**config.mk**
```make
export PLATFORM = sky130hd
export DESIGN_NAME = worst_fit_partition_allocator_unit
export DESIGN_NICKNAME = d
export VERILOG_FILES = /design/src/design/wfpa_pkg.sv /design/src/design/wfpa_scan.sv /design/src/design/worst_fit_partition_allocator_unit.sv
export SDC_FILE = /design/constraint.sdc
export NUM_CORES = 1
export LEC_CHECK = 0
export BUFFER_PORTS_ARGS = -buffer_cell sky130_fd_sc_hd__buf_2
export CAP_MARGIN = 25
export CORE_ASPECT_RATIO = 2
export CORE_MARGIN = 4
export CORE_UTILIZATION = 40
export DETAILED_ROUTE_END_ITERATION = 16
export HOLD_SLACK_MARGIN = 0.06
export SETUP_SLACK_MARGIN = 0.2
export SYNTH_ARGS = -nofsm -noshare
export SYNTH_HDL_FRONTEND = slang
export SYNTH_SLANG_ARGS = --single-unit
```
**constraint.sdc**
```tcl
create_clock -name clk_i -period 6 [get_ports clk_i]
set_input_delay 0 -clock clk_i [delete_from_list [all_inputs] [get_ports clk_i]]
set_output_delay 0 -clock clk_i [all_outputs]
set_load 0.02 [all_outputs]
```
**src/design/wfpa_pkg.sv**
```systemverilog
// Shared constants and types for the worst-fit partition allocator.
`default_nettype none

package wfpa_pkg;

  // Storage geometry
  localparam int unsigned MaxBlocks = 8;
  localparam int unsigned BlkW      = $clog2(MaxBlocks);
  localparam int unsigned CntW      = 4;
  localparam int unsigned SizeW     = 16;
  localparam int unsigned SumW      = 32;
  localparam int unsigned CmdW      = 2;

  // Stream payload widths (packed, padded to whole bytes)
  localparam int unsigned InDataW   = ((BlkW + SizeW + 7) / 8) * 8;
  localparam int unsigned OutDataW  = ((BlkW + SizeW + SumW + 7) / 8) * 8;

  localparam logic [SumW-1:0] SumMax = {SumW{1'b1}};

  // Command codes
  localparam logic [CmdW-1:0] CmdLoad  = 2'd0;
  localparam logic [CmdW-1:0] CmdAlloc = 2'd1;
  localparam logic [CmdW-1:0] CmdClear = 2'd2;

  // Sequencer to search unit
  typedef struct packed {
    logic            clear;
    logic            step;
    logic [BlkW-1:0] idx;
  } scan_ctrl_t;

  // Search unit to sequencer
  typedef struct packed {
    logic             found;
    logic [BlkW-1:0]  best_idx;
    logic [SizeW-1:0] best_size;
  } scan_res_t;

endpackage

`default_nettype wire

```
**src/design/wfpa_scan.sv**
```systemverilog
// Worst-fit search unit: one compare step per cycle, tracks the best candidate.
`default_nettype none

module wfpa_scan (
  input  wire                       clk_i,
  input  wire                       rst_ni,
  input  wire wfpa_pkg::scan_ctrl_t ctrl_i,
  input  wire [wfpa_pkg::SizeW-1:0] cand_size_i,
  input  wire                       cand_free_i,
  input  wire [wfpa_pkg::SizeW-1:0] req_size_i,
  output wfpa_pkg::scan_res_t       res_o
);

  logic                       found_q, found_d;
  logic [wfpa_pkg::BlkW-1:0]  best_idx_q, best_idx_d;
  logic [wfpa_pkg::SizeW-1:0] best_size_q, best_size_d;
  logic                       fits;
  logic                       better;

  // Candidate must be free and large enough; strictly larger wins so lower index keeps ties
  assign fits   = cand_free_i && (cand_size_i >= req_size_i);
  assign better = !found_q || (cand_size_i > best_size_q);

  always_comb begin
    found_d     = found_q;
    best_idx_d  = best_idx_q;
    best_size_d = best_size_q;
    if (ctrl_i.clear) begin
      found_d = 1'b0;
    end else if (ctrl_i.step && fits && better) begin
      found_d     = 1'b1;
      best_idx_d  = ctrl_i.idx;
      best_size_d = cand_size_i;
    end
  end

  always_ff @(posedge clk_i or negedge rst_ni) begin
    if (!rst_ni) begin
      found_q <= 1'b0;
    end else begin
      found_q <= found_d;
    end
  end

  always_ff @(posedge clk_i) begin
    best_idx_q  <= best_idx_d;
    best_size_q <= best_size_d;
  end

  assign res_o.found     = found_q;
  assign res_o.best_idx  = best_idx_q;
  assign res_o.best_size = best_size_q;

endmodule

`default_nettype wire

```
**src/design/worst_fit_partition_allocator_unit.sv**
```systemverilog
// Worst-fit fixed-partition allocator: top level with sequencer and state.
//
// Usage:
//   Input stream (s_axis_*): one transaction per command. tuser carries the
//   command (load, allocate, clear); tdata carries block_index and size_value.
//   Output stream (m_axis_*): exactly one result transaction per command.
//   tuser carries the granted flag; tdata carries placed_block,
//   internal_fragment and external_total.
//   Config port: cfg_we_i writes active_blocks (partitions searched from 0);
//   write only while the block is idle.
// Sequencing:
//   Load, clear and unused commands: the sequencer goes from idle straight to its
//   Done state, which commits the result into the output register.
//   Allocate: the Scan state runs over N = min(active_blocks, 8) partitions;
//   the single compare unit visits one partition per cycle, then the Done state
//   commits and writes the result. With N = 0 the scan is skipped.
//   One command is in flight at a time; s_axis_tready is low while it works.
// Reset: occupancy flags, external total and handshake state clear; active
//   partitions return to 8; partition sizes are undefined until loaded.
// Stall: the result sits in the output register; a new command can be accepted
//   and searched meanwhile, and its commit waits until the register drains.
`default_nettype none

module worst_fit_partition_allocator_unit (
  input  wire                          clk_i,
  input  wire                          rst_ni,
  // Config
  input  wire                          cfg_we_i,
  input  wire [wfpa_pkg::CntW-1:0]     cfg_wdata_i,
  // Input stream
  input  wire                          s_axis_tvalid,
  output logic                         s_axis_tready,
  input  wire [wfpa_pkg::InDataW-1:0]  s_axis_tdata,  // block_index, size_value, zero pad
  input  wire [wfpa_pkg::CmdW-1:0]     s_axis_tuser,  // command
  // Output stream
  output logic                         m_axis_tvalid,
  input  wire                          m_axis_tready,
  output logic [wfpa_pkg::OutDataW-1:0] m_axis_tdata, // placed_block, internal_fragment,
                                                      // external_total, zero pad
  output logic                         m_axis_tuser   // granted
);

  localparam int unsigned BlkW  = wfpa_pkg::BlkW;
  localparam int unsigned SizeW = wfpa_pkg::SizeW;
  localparam int unsigned SumW  = wfpa_pkg::SumW;
  localparam int unsigned CntW  = wfpa_pkg::CntW;

  localparam logic [1:0] StIdle = 2'd0;
  localparam logic [1:0] StScan = 2'd1;
  localparam logic [1:0] StDone = 2'd2;

  logic [1:0]             state_q, state_d;
  logic [CntW-1:0]        active_q;
  logic [CntW-1:0]        n_eff;
  logic [BlkW-1:0]        cnt_q, cnt_d;
  logic [wfpa_pkg::CmdW-1:0] cmd_q;
  logic [BlkW-1:0]        idx_q;
  logic [SizeW-1:0]       req_q;
  logic [SizeW-1:0]       sizes_q [wfpa_pkg::MaxBlocks];
  logic [wfpa_pkg::MaxBlocks-1:0] occ_q;
  logic [SumW-1:0]        sum_q;
  logic [SumW:0]          sum_add;
  logic [SumW-1:0]        sum_next;
  logic                   in_fire;
  logic                   done_fire;
  logic                   last_step;
  logic                   out_valid_q;
  logic                   out_granted_q;
  logic [BlkW-1:0]        out_block_q;
  logic [SizeW-1:0]       out_frag_q;
  logic [SumW-1:0]        out_total_q;
  logic                   grant;

  wfpa_pkg::scan_ctrl_t   scan_ctrl;
  wfpa_pkg::scan_res_t    scan_res;

  // Clamp the active count to the storage depth
  assign n_eff = (active_q > CntW'(wfpa_pkg::MaxBlocks)) ?
                 CntW'(wfpa_pkg::MaxBlocks) : active_q;

  assign s_axis_tready = (state_q == StIdle);
  assign in_fire       = s_axis_tvalid && s_axis_tready;
  assign done_fire     = (state_q == StDone) && (!out_valid_q || m_axis_tready);
  assign last_step     = ((CntW'(cnt_q) + CntW'(1)) == n_eff);

  // Search unit control
  assign scan_ctrl.clear = in_fire;
  assign scan_ctrl.step  = (state_q == StScan);
  assign scan_ctrl.idx   = cnt_q;

  wfpa_scan u_scan (
    .clk_i      (clk_i),
    .rst_ni     (rst_ni),
    .ctrl_i     (scan_ctrl),
    .cand_size_i(sizes_q[cnt_q]),
    .cand_free_i(!occ_q[cnt_q]),
    .req_size_i (req_q),
    .res_o      (scan_res)
  );

  // Sequencer
  always_comb begin
    state_d = state_q;
    cnt_d   = cnt_q;
    unique case (state_q)
      StIdle: begin
        if (in_fire) begin
          cnt_d = '0;
          if ((s_axis_tuser == wfpa_pkg::CmdAlloc) && (n_eff != '0)) begin
            state_d = StScan;
          end else begin
            state_d = StDone;
          end
        end
      end
      StScan: begin
        cnt_d = cnt_q + BlkW'(1);
        if (last_step) begin
          state_d = StDone;
        end
      end
      StDone: begin
        if (done_fire) begin
          state_d = StIdle;
        end
      end
      default: begin
        state_d = StIdle;
      end
    endcase
  end

  always_ff @(posedge clk_i or negedge rst_ni) begin
    if (!rst_ni) begin
      state_q <= StIdle;
      cnt_q   <= '0;
    end else begin
      state_q <= state_d;
      cnt_q   <= cnt_d;
    end
  end

  // Hold the accepted command
  always_ff @(posedge clk_i) begin
    if (in_fire) begin
      cmd_q <= s_axis_tuser;
      idx_q <= s_axis_tdata[BlkW-1:0];
      req_q <= s_axis_tdata[BlkW +: SizeW];
    end
  end

  // Config register
  always_ff @(posedge clk_i or negedge rst_ni) begin
    if (!rst_ni) begin
      active_q <= CntW'(wfpa_pkg::MaxBlocks);
    end else if (cfg_we_i) begin
      active_q <= cfg_wdata_i;
    end
  end

  // Saturating add of an unplaced request
  assign sum_add  = {1'b0, sum_q} + (SumW+1)'(req_q);
  assign sum_next = sum_add[SumW] ? wfpa_pkg::SumMax : sum_add[SumW-1:0];
  assign grant    = (cmd_q == wfpa_pkg::CmdAlloc) && scan_res.found;

  // Partition sizes
  always_ff @(posedge clk_i) begin
    if (done_fire && (cmd_q == wfpa_pkg::CmdLoad)) begin
      sizes_q[idx_q] <= req_q;
    end
  end

  // Occupancy and external total
  always_ff @(posedge clk_i or negedge rst_ni) begin
    if (!rst_ni) begin
      occ_q <= '0;
      sum_q <= '0;
    end else if (done_fire) begin
      case (cmd_q)
        wfpa_pkg::CmdAlloc: begin
          if (scan_res.found) begin
            occ_q[scan_res.best_idx] <= 1'b1;
          end else begin
            sum_q <= sum_next;
          end
        end
        wfpa_pkg::CmdClear: begin
          occ_q <= '0;
          sum_q <= '0;
        end
        default: begin
        end
      endcase
    end
  end

  // Output register
  always_ff @(posedge clk_i or negedge rst_ni) begin
    if (!rst_ni) begin
      out_valid_q <= 1'b0;
    end else if (done_fire) begin
      out_valid_q <= 1'b1;
    end else if (m_axis_tready) begin
      out_valid_q <= 1'b0;
    end
  end

  always_ff @(posedge clk_i) begin
    if (done_fire) begin
      out_granted_q <= grant;
      out_block_q   <= grant ? scan_res.best_idx : '0;
      out_frag_q    <= grant ? (scan_res.best_size - req_q) : '0;
      if (cmd_q == wfpa_pkg::CmdClear) begin
        out_total_q <= '0;
      end else if ((cmd_q == wfpa_pkg::CmdAlloc) && !scan_res.found) begin
        out_total_q <= sum_next;
      end else begin
        out_total_q <= sum_q;
      end
    end
  end

  assign m_axis_tvalid = out_valid_q;
  assign m_axis_tuser  = out_granted_q;
  assign m_axis_tdata  = wfpa_pkg::OutDataW'({out_total_q, out_frag_q, out_block_q});

endmodule

`default_nettype wire
```
==> impl_metrics.csv, run 1 <==
group,metric,value,unit
status,status,"finished, final reports clean",
pwr,p_per_area,435,nW/um2
route,num_vias,8485,
synth,synth.avg_cell_area,13.1,um2
synth,syn_inst,1004,
sta,maxSlewViolCount,0,
placement,port_buffers,83,
global_routing,grt_max_degree,56,
sta,max_freq,0.234,GHz
clock_tree,numCtsBuffers,25,
synth,muxShareOfSynthArea,7.67,%
sta,fin_skew,0.0180,ns
floorplanning,die_w,136,um
route,vias_per_cell,5.39,
synth,synth_edf_count,220,
synth,yosysTopAreaCellShare,50.2,%
global_routing,grt_overflow,0,
job,max_cap_viol_count,0,
setup_path,cp_max_fo,19,
global_routing,grt_pass1_wl,50.9,mm
setup_path,start_kind,"flip-flop",
route,drt_wl_total,32.1,mm
pwr,p_leak,5.79,nW
route,dr.pass1.iters,5,
synth,synth_compound_area_share,12.6,%
layout,seq_area,7890,um2
route,drtIter0Drc,370,
floorplanning,floorplan.rows,93,
hold_path,hold_class,"input pin to asynchronous set/reset pin",
pwr,worst_ir_drop_vdd,0.299,mV
synth,synth_seq_cells,271,
sta,fin_crit_sh,71.2,%
setup_path,endpoint_kind,"flip-flop",
synth,synthSimpleGateAreaFrac,8.85,%
sta,rsz0062_at_grt,"false",
synth,yosys_warnings,0,
layout,fin_nets,1229,
synth,synthTopCellsByCount,"edfxtp_1 (220), nor2_1 (80), a21oi_1 (72)",
global_routing,grt_pass1_vias,9234,
synth,synth_xor_area_share,1.40,%
setup_path,cp.arrival,4.55,ns
synth,yosys.area_share.adder,6.39,%
setup_path,crit_required,6.27,ns
layout,fin_cells,1574,
setup_path,path_buf_inv,3,
clock_tree,clockBufferDepth,3,
sta,fin_crit,4.27,ns
clock_tree,numClockSinks,271,
layout,fillers,2957,
setup_path,crit_chain,"buf_4 > buf_4 > mux4_2 > mux2_2 > ha_1 > a211o_1 > or4b_2 > o21ai_0 > a211oi_2 > buf_4",
route,routedWlPerCell,20.4,um
clock_tree,cts_tree,"built",
placement,dp.cells,1496,
setup_path,worst-setup-path-type,"flip-flop to flip-flop",
floorplanning,die_height,265,um
placement,place_hpwl,22.9,mm
synth,synth_cell_type_count,74,
placement,gp_congestion,0.877,
synth,ys_seq_area_share,59.9,%
clock_tree,clkTransAtPathRegs,0.07,ns
sta,hold_viol_final,0,
clock_tree,cts-root-buf,"clkbuf_16",
setup_path,crit_top_cell,"buf_4",
sta,setup_viol_count_final,0,
clock_tree,post-cts-setup-buffers,0,
floorplanning,ios,94,
synth,synth_most_common_cell,"edfxtp_1",
global_routing,antenna_found_initial,0,
setup_path,crit_family,"buffers and inverters",
layout,diodes,0,
synth,synth_ff_type,"edfxtp_1",
synth,syn-cell-area,13200,um2
floorplanning,core,32300,um2
global_routing,track_usage,18.3,%
setup_path,critPathMaxStageDelay,0.76,ns
sta,worst_pin_slew,1.01,ns
sta,tns,0,ns
synth,synth_top_family_by_area,"compound AO/OA/AOI/OAI gates",
synth,async_flop_share,18.8,%
clock_tree,clk_latency,0.55,ns
layout,syn_to_final_growth,17.1,%
route,drc,0,
setup_path,slowest_stage,"dfrtp_2",
layout,multiInputGateArea,4920,um2
clock_tree,h-tree-depth,1,
synth,synth_top_area_cell,"edfxtp_1",
sta,relSlewSlack,32.3,%
route,antenna_left,0,
synth,synthTopCellsByArea,"edfxtp_1 (50%), dfrtp_1 (9.5%), ha_1 (6.1%)",
layout,drive_gt1_share,20.3,%
floorplanning,initial_core_util,40.7,%
floorplanning,dieArea,36000,um2
-- cell families after synthesis --
kind of cell / after synthesis
XOR/XNOR: 21
multiplexers: 56
flip-flops: 271
other: 1
adder cells (fa/ha/maj): 66
buffers and inverters: 98
AO/OA/AOI/OAI: 254
AND/OR/NAND/NOR: 237
-- cells in the final DEF, fill, tap and decap left out, types with 9 or more instances in the layout --
master and count:
buf_2 83, buf_4 14, dlygate4sd3_1 30, edfxtp_1 220
ha_1 64, nand2b_1 15, o21ai_0 60, nand2_1 51
inv_1 55, nand4_1 13, dfrtp_1 49, nand3_1 10
a311oi_1 11, mux4_2 34, a21o_1 17, mux2_2 19
a211oi_1 20, nor2b_1 14, a21oi_1 72, nor2_1 73
xnor2_1 13, nor3_1 14, o2bb2ai_1 9, clkbuf_16 25
-- registers in the layout (all words and copies together) (netlist names), 4 cells and up --
signal	flops
out_frag_q	16
sizes_q	128
active_q	4
out_total_q	32
occ_q	8
req_q	16
u_scan.best_size_q	16
sum_q	32
-- path summary, 6_finish.rpt --
kind,slack [ns],to,from,cells after the start
setup / recovery,1.73,u_scan.best_size_q[6]$_DFFE_PP_,cnt_q[0]$_DFFE_PN0P_,10
hold / removal,0.15,occ_q[1]$_DFFE_PN0P_,rst_ni,3
setup reg to reg,1.73,u_scan.best_size_q[6]$_DFFE_PP_,cnt_q[0]$_DFFE_PN0P_,10
hold reg to reg,0.50,occ_q[4]$_DFFE_PN0P_,occ_q[4]$_DFFE_PN0P_,2
max in group asynchronous,5.28,cnt_q[0]$_DFFE_PN0P_,rst_ni,3
min in group clk_i,0.16,req_q[13]$_DFFE_PP_,s_axis_tdata[16],2
-- per-stage QoR --
stage | util [%] | area, um2 | total power [W] | hold slack, ns | setup slack (ns)
after floorplan | - | 13200 | 0.00430 | -0.296 | 1.38
final | 47.6 | 15400 | 0.00669 | 0.154 | 1.73
after CTS | 47.5 | 15400 | 0.00678 | 0.137 | 1.62
after global placement | 43.5 | 14100 | 0.00497 | 0.177 | 1.71
after detailed placement | 43.9 | 14200 | 0.00501 | 0.178 | 1.63
after global routing | 47.6 | 15400 | 0.00713 | 0.162 | 1.42
-- final cells by class --
cell class / count / share of cell area, %
multi-input combinational: 639 / 32.0
inverter: 56 / 1.36
timing repair buffer: 135 / 6.27
tap: 427 / 3.47
clock buffer: 29 / 4.22
sequential: 271 / 51.2
clock inverter: 17 / 1.54
-- tightest hold or removal path, delay by kind of cell --
family	cells	cell delay [ns]
buffers and inverters	3	1.21
-- power breakdown --
| part | internal, W | switching [W] | leakage (nW) | total [W] |
|---|---|---|---|---|
| Sequential | 0.00244 | 0.000243 | 2.70 | 0.00268 |
| Clock | 0.00101 | 0.000724 | 0.422 | 0.00173 |
| Combinational | 0.000913 | 0.00137 | 2.67 | 0.00228 |
-- layer usage --
| layer | global-route usage, % | wire (um) |
|---|---|---|
| met5 | 0 | 0 |
| met4 | 7.44 | 1200 |
| met3 | 1.67 | 936 |
| met2 | 36.4 | 18600 |
| met1 | 19.1 | 11300 |
-- what timing repair did --
item | CTS | global route
endpoints found under the hold margin | 82 | 0
gates resized for setup | 0 | 0
hold buffers | 30 | 0
No activity file was read; power rests on OpenSTA's default activity.
==> run 2: changes to the inputs <==
clock period = 3.85 ns   (was 6 ns; I/O delays follow)
==> run 2 against run 1 <==
Compared with the run above:
- total power rose by 57%
- combinational power grew 71%
- final cell count is 2.2% higher
==> impl_metrics.csv, run 2 (same netlist as run 1, synthesis figures left out) <==
group,metric,value,unit
status,status,"finished, final reports clean",
route,drc,0,
global_routing,grt_pass1_wl,50.6,mm
layout,utilization,48.3,%
layout,layout_commonest_cell,"edfxtp_1",
clock_tree,cts-root-buf,"clkbuf_16",
placement,port_buffers,83,
sta,tns,0,ns
clock_tree,cts_tree,"built",
setup_path,r2r-end,"u_scan.best_size_q[4]$_DFFE_PP_",
layout,largest_reg_flops,128,
route,vias_per_cell,5.34,
clock_tree,numCtsBuffers,25,
clock_tree,clkTransAtPathRegs,0.07,ns
layout,final_cell_mix,"edfxtp_1 (220), buf_2 (83), nor2_1 (79), a21oi_1 (71), ha_1 (64)",
layout,diodes,0,
route,routedWlPerCell,20.4,um
floorplanning,dieArea,36000,um2
setup_path,endpoint_kind,"flip-flop",
clock_tree,clockBufferDepth,3,
global_routing,grt_overflow,0,
floorplanning,core,32300,um2
sta,fin_skew,0.0128,ns
global_routing,grt_pass1_vias,9032,
sta,worst_pin_slew,0.989,ns
setup_path,slowest_stage,"or4b_4",
floorplanning,initial_core_util,40.7,%
floorplanning,floorplan.rows,93,
global_routing,grt_max_degree,41,
setup_path,path_buf_inv,2,
setup_path,cp_max_fo,10,
pwr,p_leak,5.94,nW
job,max_cap_viol_count,0,
clock_tree,numClockSinks,271,
route,drt_wl_total,32.8,mm
setup_path,rr_worst_depth,12,
sta,maxSlewViolCount,0,
route,antenna_left,0,
route,dr.pass1.iters,5,
floorplanning,die_height,265,um
setup_path,worst-setup-path-type,"flip-flop to flip-flop",
sta,setup_viol_count_final,0,
setup_path,crit_family,"multiplexers",
floorplanning,ios,94,
clock_tree,clk_latency,0.53,ns
hold_path,hold_class,"input pin to asynchronous set/reset pin",
global_routing,track_usage,18.4,%
setup_path,crit_required,4.13,ns
floorplanning,die_w,136,um
sta,fin_crit_sh,89.9,%
route,drtIter0Drc,376,
sta,rsz0062_at_grt,"false",
sta,fin_crit,3.46,ns
layout,reg_top3,"sizes_q: 128 flops, out_total_q: 32 flops, sum_q: 32 flops",
sta,relSlewSlack,34.1,%
clock_tree,h-tree-depth,1,
setup_path,critPathMaxStageDelay,0.52,ns
setup_path,r2r_slack,0.39,ns
layout,drive_gt1_share,21.8,%
layout,top_register,"sizes_q",
placement,place_hpwl,23.9,mm
setup_path,cp.arrival,3.74,ns
placement,gp_congestion,0.922,
setup_path,crit_chain,"buf_12 > mux4_2 > mux2_2 > ha_1 > a21o_1 > a21o_1 > a21oi_2 > nor2_1 > or4b_4 > o21ai_4 > a211oi_4 > buf_4",
pwr,worst_ir_drop_vdd,0.429,mV
layout,syn_to_final_growth,18.7,%
setup_path,crit_top_cell,"a21o_1",
global_routing,antenna_found_initial,0,
route,num_vias,8591,
pwr,p_per_area,675,nW/um2
setup_path,start_kind,"flip-flop",
sta,max_freq,0.289,GHz
layout,fin_nets,1264,
sta,hold_viol_final,0,
setup_path,r2r-start,"cnt_q[0]$_DFFE_PN0P_",
[run 2: power breakdown]
group	switching [W]	total, W	internal (W)
Sequential	0.000290	0.00409	0.00380
Clock	0.00109	0.00253	0.00144
Combinational	0.00229	0.00391	0.00162
[run 2: timing repair]
action | CTS | global route
hold buffers | 35 | 0
buffers inserted | 6 | 0
pin swaps | 2 | 0
gates resized for setup | 5 | 2
hold endpoints to repair | 81 | 0
setup endpoints to repair | 19 | 19
[run 2: worst max path at each step]
stage                         startpoint                               to  slack, ns  depth (start not counted)
floorplan           cnt_q[0]$_DFFE_PN0P_   u_scan.best_idx_q[0]$_DFFE_PP_       0.22                         12
global placement    cnt_q[0]$_DFFE_PN0P_   u_scan.best_idx_q[1]$_DFFE_PP_      -0.10                          9
detailed placement  cnt_q[0]$_DFFE_PN0P_   u_scan.best_idx_q[1]$_DFFE_PP_      -0.18                          9
CTS                 cnt_q[0]$_DFFE_PN0P_  u_scan.best_size_q[5]$_DFFE_PP_       0.20                         12
global route          req_q[9]$_DFFE_PP_     out_total_q[1]$_SDFFCE_PP0P_       0.21                          7
finish              cnt_q[0]$_DFFE_PN0P_  u_scan.best_size_q[4]$_DFFE_PP_       0.39                         12
[run 2: per-layer routing]
metal / up-vias / wire length (um) / global-route usage, %
met5: - / 0 / 0
met3: 60 / 1090 / 1.99
met4: 0 / 1170 / 7.34
met2: 181 / 19300 / 36.8
li1: 4132 / - / -
met1: 4218 / 11200 / 18.8
[run 2: layout make-up]
type / count / area, um2
multi-input cells: 639 / 4930
clock buffers: 31 / 668
clock inverters: 14 / 166
inverters: 56 / 210
well taps: 427 / 534
flip-flops and latches: 271 / 7890
fillers: 2939 / 16700
repair buffers: 170 / 1220
[run 2: metrics by stage]
step | std cells | instance area (um2) | hold slack [ns] | power [W] | worst slack, ns
after global placement | 1522 | 14400 | -0.0854 | 0.00793 | -0.103
after CTS | 1608 | 15600 | 0.152 | 0.0107 | 0.201
after floorplan | 1008 | 13200 | -0.296 | 0.00673 | 0.219
after detailed placement | 1522 | 14400 | -0.0854 | 0.00799 | -0.179
final | 1608 | 15600 | 0.132 | 0.0105 | 0.388
after global routing | 1608 | 15600 | 0.162 | 0.0112 | 0.207
[run 2: worst reg2reg max path, stage by stage, from the launching register on]
cell      delay (ns)
dfrtp_4         0.50
buf_12          0.17
mux4_2          0.50
mux2_2          0.33
ha_1            0.20
a21o_1          0.15
a21o_1          0.18
a21oi_2         0.17
nor2_1          0.06
or4b_4          0.52
o21ai_4         0.17
a211oi_4        0.06
buf_4           0.20
==> run 3: changes to the inputs <==
SETUP_SLACK_MARGIN = 0.5   (was 0.2)
clock period = 3.2 ns   (was 3.85 ns; I/O delays follow)
==> run 3 against run 2 <==
Compared with the run above:
- the run now ends with negative setup slack left
- total power up 27%
- via count up 4.6%
- die area unchanged
- fmax up 1.2%
- worst setup slack worse by 0.61 ns
- non-clock buffer count up 67
- final cell count up 4.0%
- critical endpoint is now u_scan.best_idx_q[2]$_DFFE_PP_
- critical path depth up 1
- clock skew up 0.0024 ns
- sequential share of layout area down 3.8 points
- final area up 8.1%
==> impl_metrics.csv, run 3 (same netlist as run 1, synthesis figures left out) <==
group,metric,value,unit
sta,rsz0062_at_grt,"true",
route,vias_per_cell,5.37,
sta,worst_pin_slew,0.636,ns
clock_tree,clk_latency,0.54,ns
placement,gp_congestion,0.915,
placement,dp.cells,1560,
clock_tree,numClockSinks,271,
floorplanning,die_height,265,um
global_routing,grt_pass1_vias,9467,
global_routing,track_usage,19.3,%
layout,syn_to_final_growth,28.3,%
global_routing,antenna_found_initial,0,
setup_path,cp_max_fo,19,
layout,diodes,0,
pwr,power.total,0.0134,W
floorplanning,die_w,136,um
route,routedWlPerCell,20.8,um
hold_path,hold_class,"input pin to flip-flop",
job,max_cap_viol_count,0,
clock_tree,cts_tree,"built",
pwr,p_per_area,795,nW/um2
layout,fin_cells,1673,
layout,multiInputGateArea,5670,um2
pwr,worst_ir_drop_vdd,0.599,mV
setup_path,start_kind,"flip-flop",
route,drc,0,
sta,hold_viol_final,0,
clock_tree,h-tree-depth,1,
layout,reg_top3,"sizes_q: 128 flops, out_total_q: 32 flops, sum_q: 32 flops",
global_routing,grt_max_degree,42,
sta,tns,-4.19,ns
clock_tree,numCtsBuffers,24,
floorplanning,floorplan.rows,93,
route,drt_wl_total,34.8,mm
floorplanning,core,32300,um2
layout,utilization,52.2,%
layout,drive_gt1_share,32.5,%
sta,maxSlewViolCount,0,
layout,largest_reg_flops,128,
clock_tree,clockBufferDepth,3,
route,num_vias,8988,
setup_path,crit_required,3.49,ns
clock_tree,clkTransAtPathRegs,0.07,ns
route,antenna_left,0,
sta,fin_crit_sh,107,%
clock_tree,cts-root-buf,"clkbuf_16",
sta,relSlewSlack,57.5,%
sta,fin_crit,3.42,ns
sta,fin_skew,0.0151,ns
global_routing,grt_overflow,0,
global_routing,grt_pass1_wl,53.1,mm
placement,port_buffers,83,
layout,fin_nets,1330,
layout,layout_commonest_cell,"edfxtp_1",
pwr,p_leak,6.35,nW
floorplanning,dieArea,36000,um2
setup_path,worst-setup-path-type,"flip-flop to flip-flop",
sta,max_freq,0.292,GHz
setup_path,endpoint_kind,"flip-flop",
layout,final_cell_mix,"edfxtp_1 (220), buf_4 (95), buf_2 (83), nor2_1 (76), a21oi_1 (57)",
layout,fillers,2793,
status,status,"complete, but fails checks",
status,violations,"negative setup slack",
placement,dp_slack,-0.522,ns
layout,seq_area,7890,um2
floorplanning,ios,94,
layout,top_register,"sizes_q",
sta,setup_ws,-0.220,ns
setup_path,r2r_slack,-0.22,ns
floorplanning,initial_core_util,40.7,%
placement,place_hpwl,24.6,mm
route,drtIter0Drc,404,
route,dr.pass1.iters,6,
setup_path,cp.arrival,3.71,ns
sta,setup_viol_count_final,20,
## run 3: cell types whose count changed in the layout (fill, tap and decap cells not counted), sizes merged
cell / change
buf: +66
clkinv: +4
dlygate4sd3: -1
clkinvlp: -2
bufinv: -3
clkbuf: +1
## run 3: report_power, final
part           total [W]  leakage, nW  switching, W  internal [W]
registers        0.00490         2.70      0.000328       0.00457
clock network    0.00271        0.349       0.00128       0.00143
logic            0.00582         3.30       0.00322       0.00260
total             0.0134         6.35       0.00483       0.00860
## run 3: worst max-delay path, stage by stage (launching register included)
cell	delay, ns
dfrtp_2	0.39
buf_12	0.14
buf_12	0.11
mux4_2	0.49
mux2_4	0.30
ha_4	0.22
a21o_1	0.17
a21o_1	0.18
a21oi_2	0.17
nor2_1	0.06
or4b_4	0.52
o21ai_4	0.19
a211oi_4	0.06
buf_12	0.17
## run 3: through the flow
stage	hold WS [ns]	instance area, um2
after global routing	0.168	16900
final	0.165	16900
after global placement	0.178	14800
after floorplan	-0.296	13300
after detailed placement	0.178	14800
after CTS	0.143	16300
## run 3: worst paths after layout
kind | from | to | cells after the start
max in group asynchronous | rst_ni | sum_q[12]$_DFFE_PN0P_ | 4
setup / recovery | cnt_q[0]$_DFFE_PN0P_ | u_scan.best_idx_q[2]$_DFFE_PP_ | 13
hold reg to reg | occ_q[2]$_DFFE_PN0P_ | occ_q[2]$_DFFE_PN0P_ | 2
setup reg to reg | cnt_q[0]$_DFFE_PN0P_ | u_scan.best_idx_q[2]$_DFFE_PP_ | 13
hold / removal | s_axis_tdata[10] | req_q[7]$_DFFE_PP_ | 2
min in group asynchronous | rst_ni | occ_q[0]$_DFFE_PN0P_ | 3
## run 3: cell type report
class | count | area share [%]
clock buffer | 30 | 3.82
clock inverter | 13 | 0.378
inverter | 56 | 1.27
multi-input combinational | 639 | 33.6
sequential | 271 | 46.7
tap | 427 | 3.16
timing repair buffer | 237 | 11.1
## run 3: metal layers
metal | up-vias | global-route usage (%) | routed length, um
met2 | 206 | 38.5 | 20400
met5 | - | 0 | 0
li1 | 4263 | - | -
met4 | 0 | 7.44 | 1380
met1 | 4447 | 20.1 | 11700
met3 | 72 | 1.82 | 1270
## run 3: timing repair
item	in CTS	in global routing
hold buffers	33	1
buffers inserted	20	13
gates resized for setup	51	84
pin swaps	23	51
endpoints found under the hold margin	66	12
endpoints found under the setup margin	67	61
gates cloned	0	2
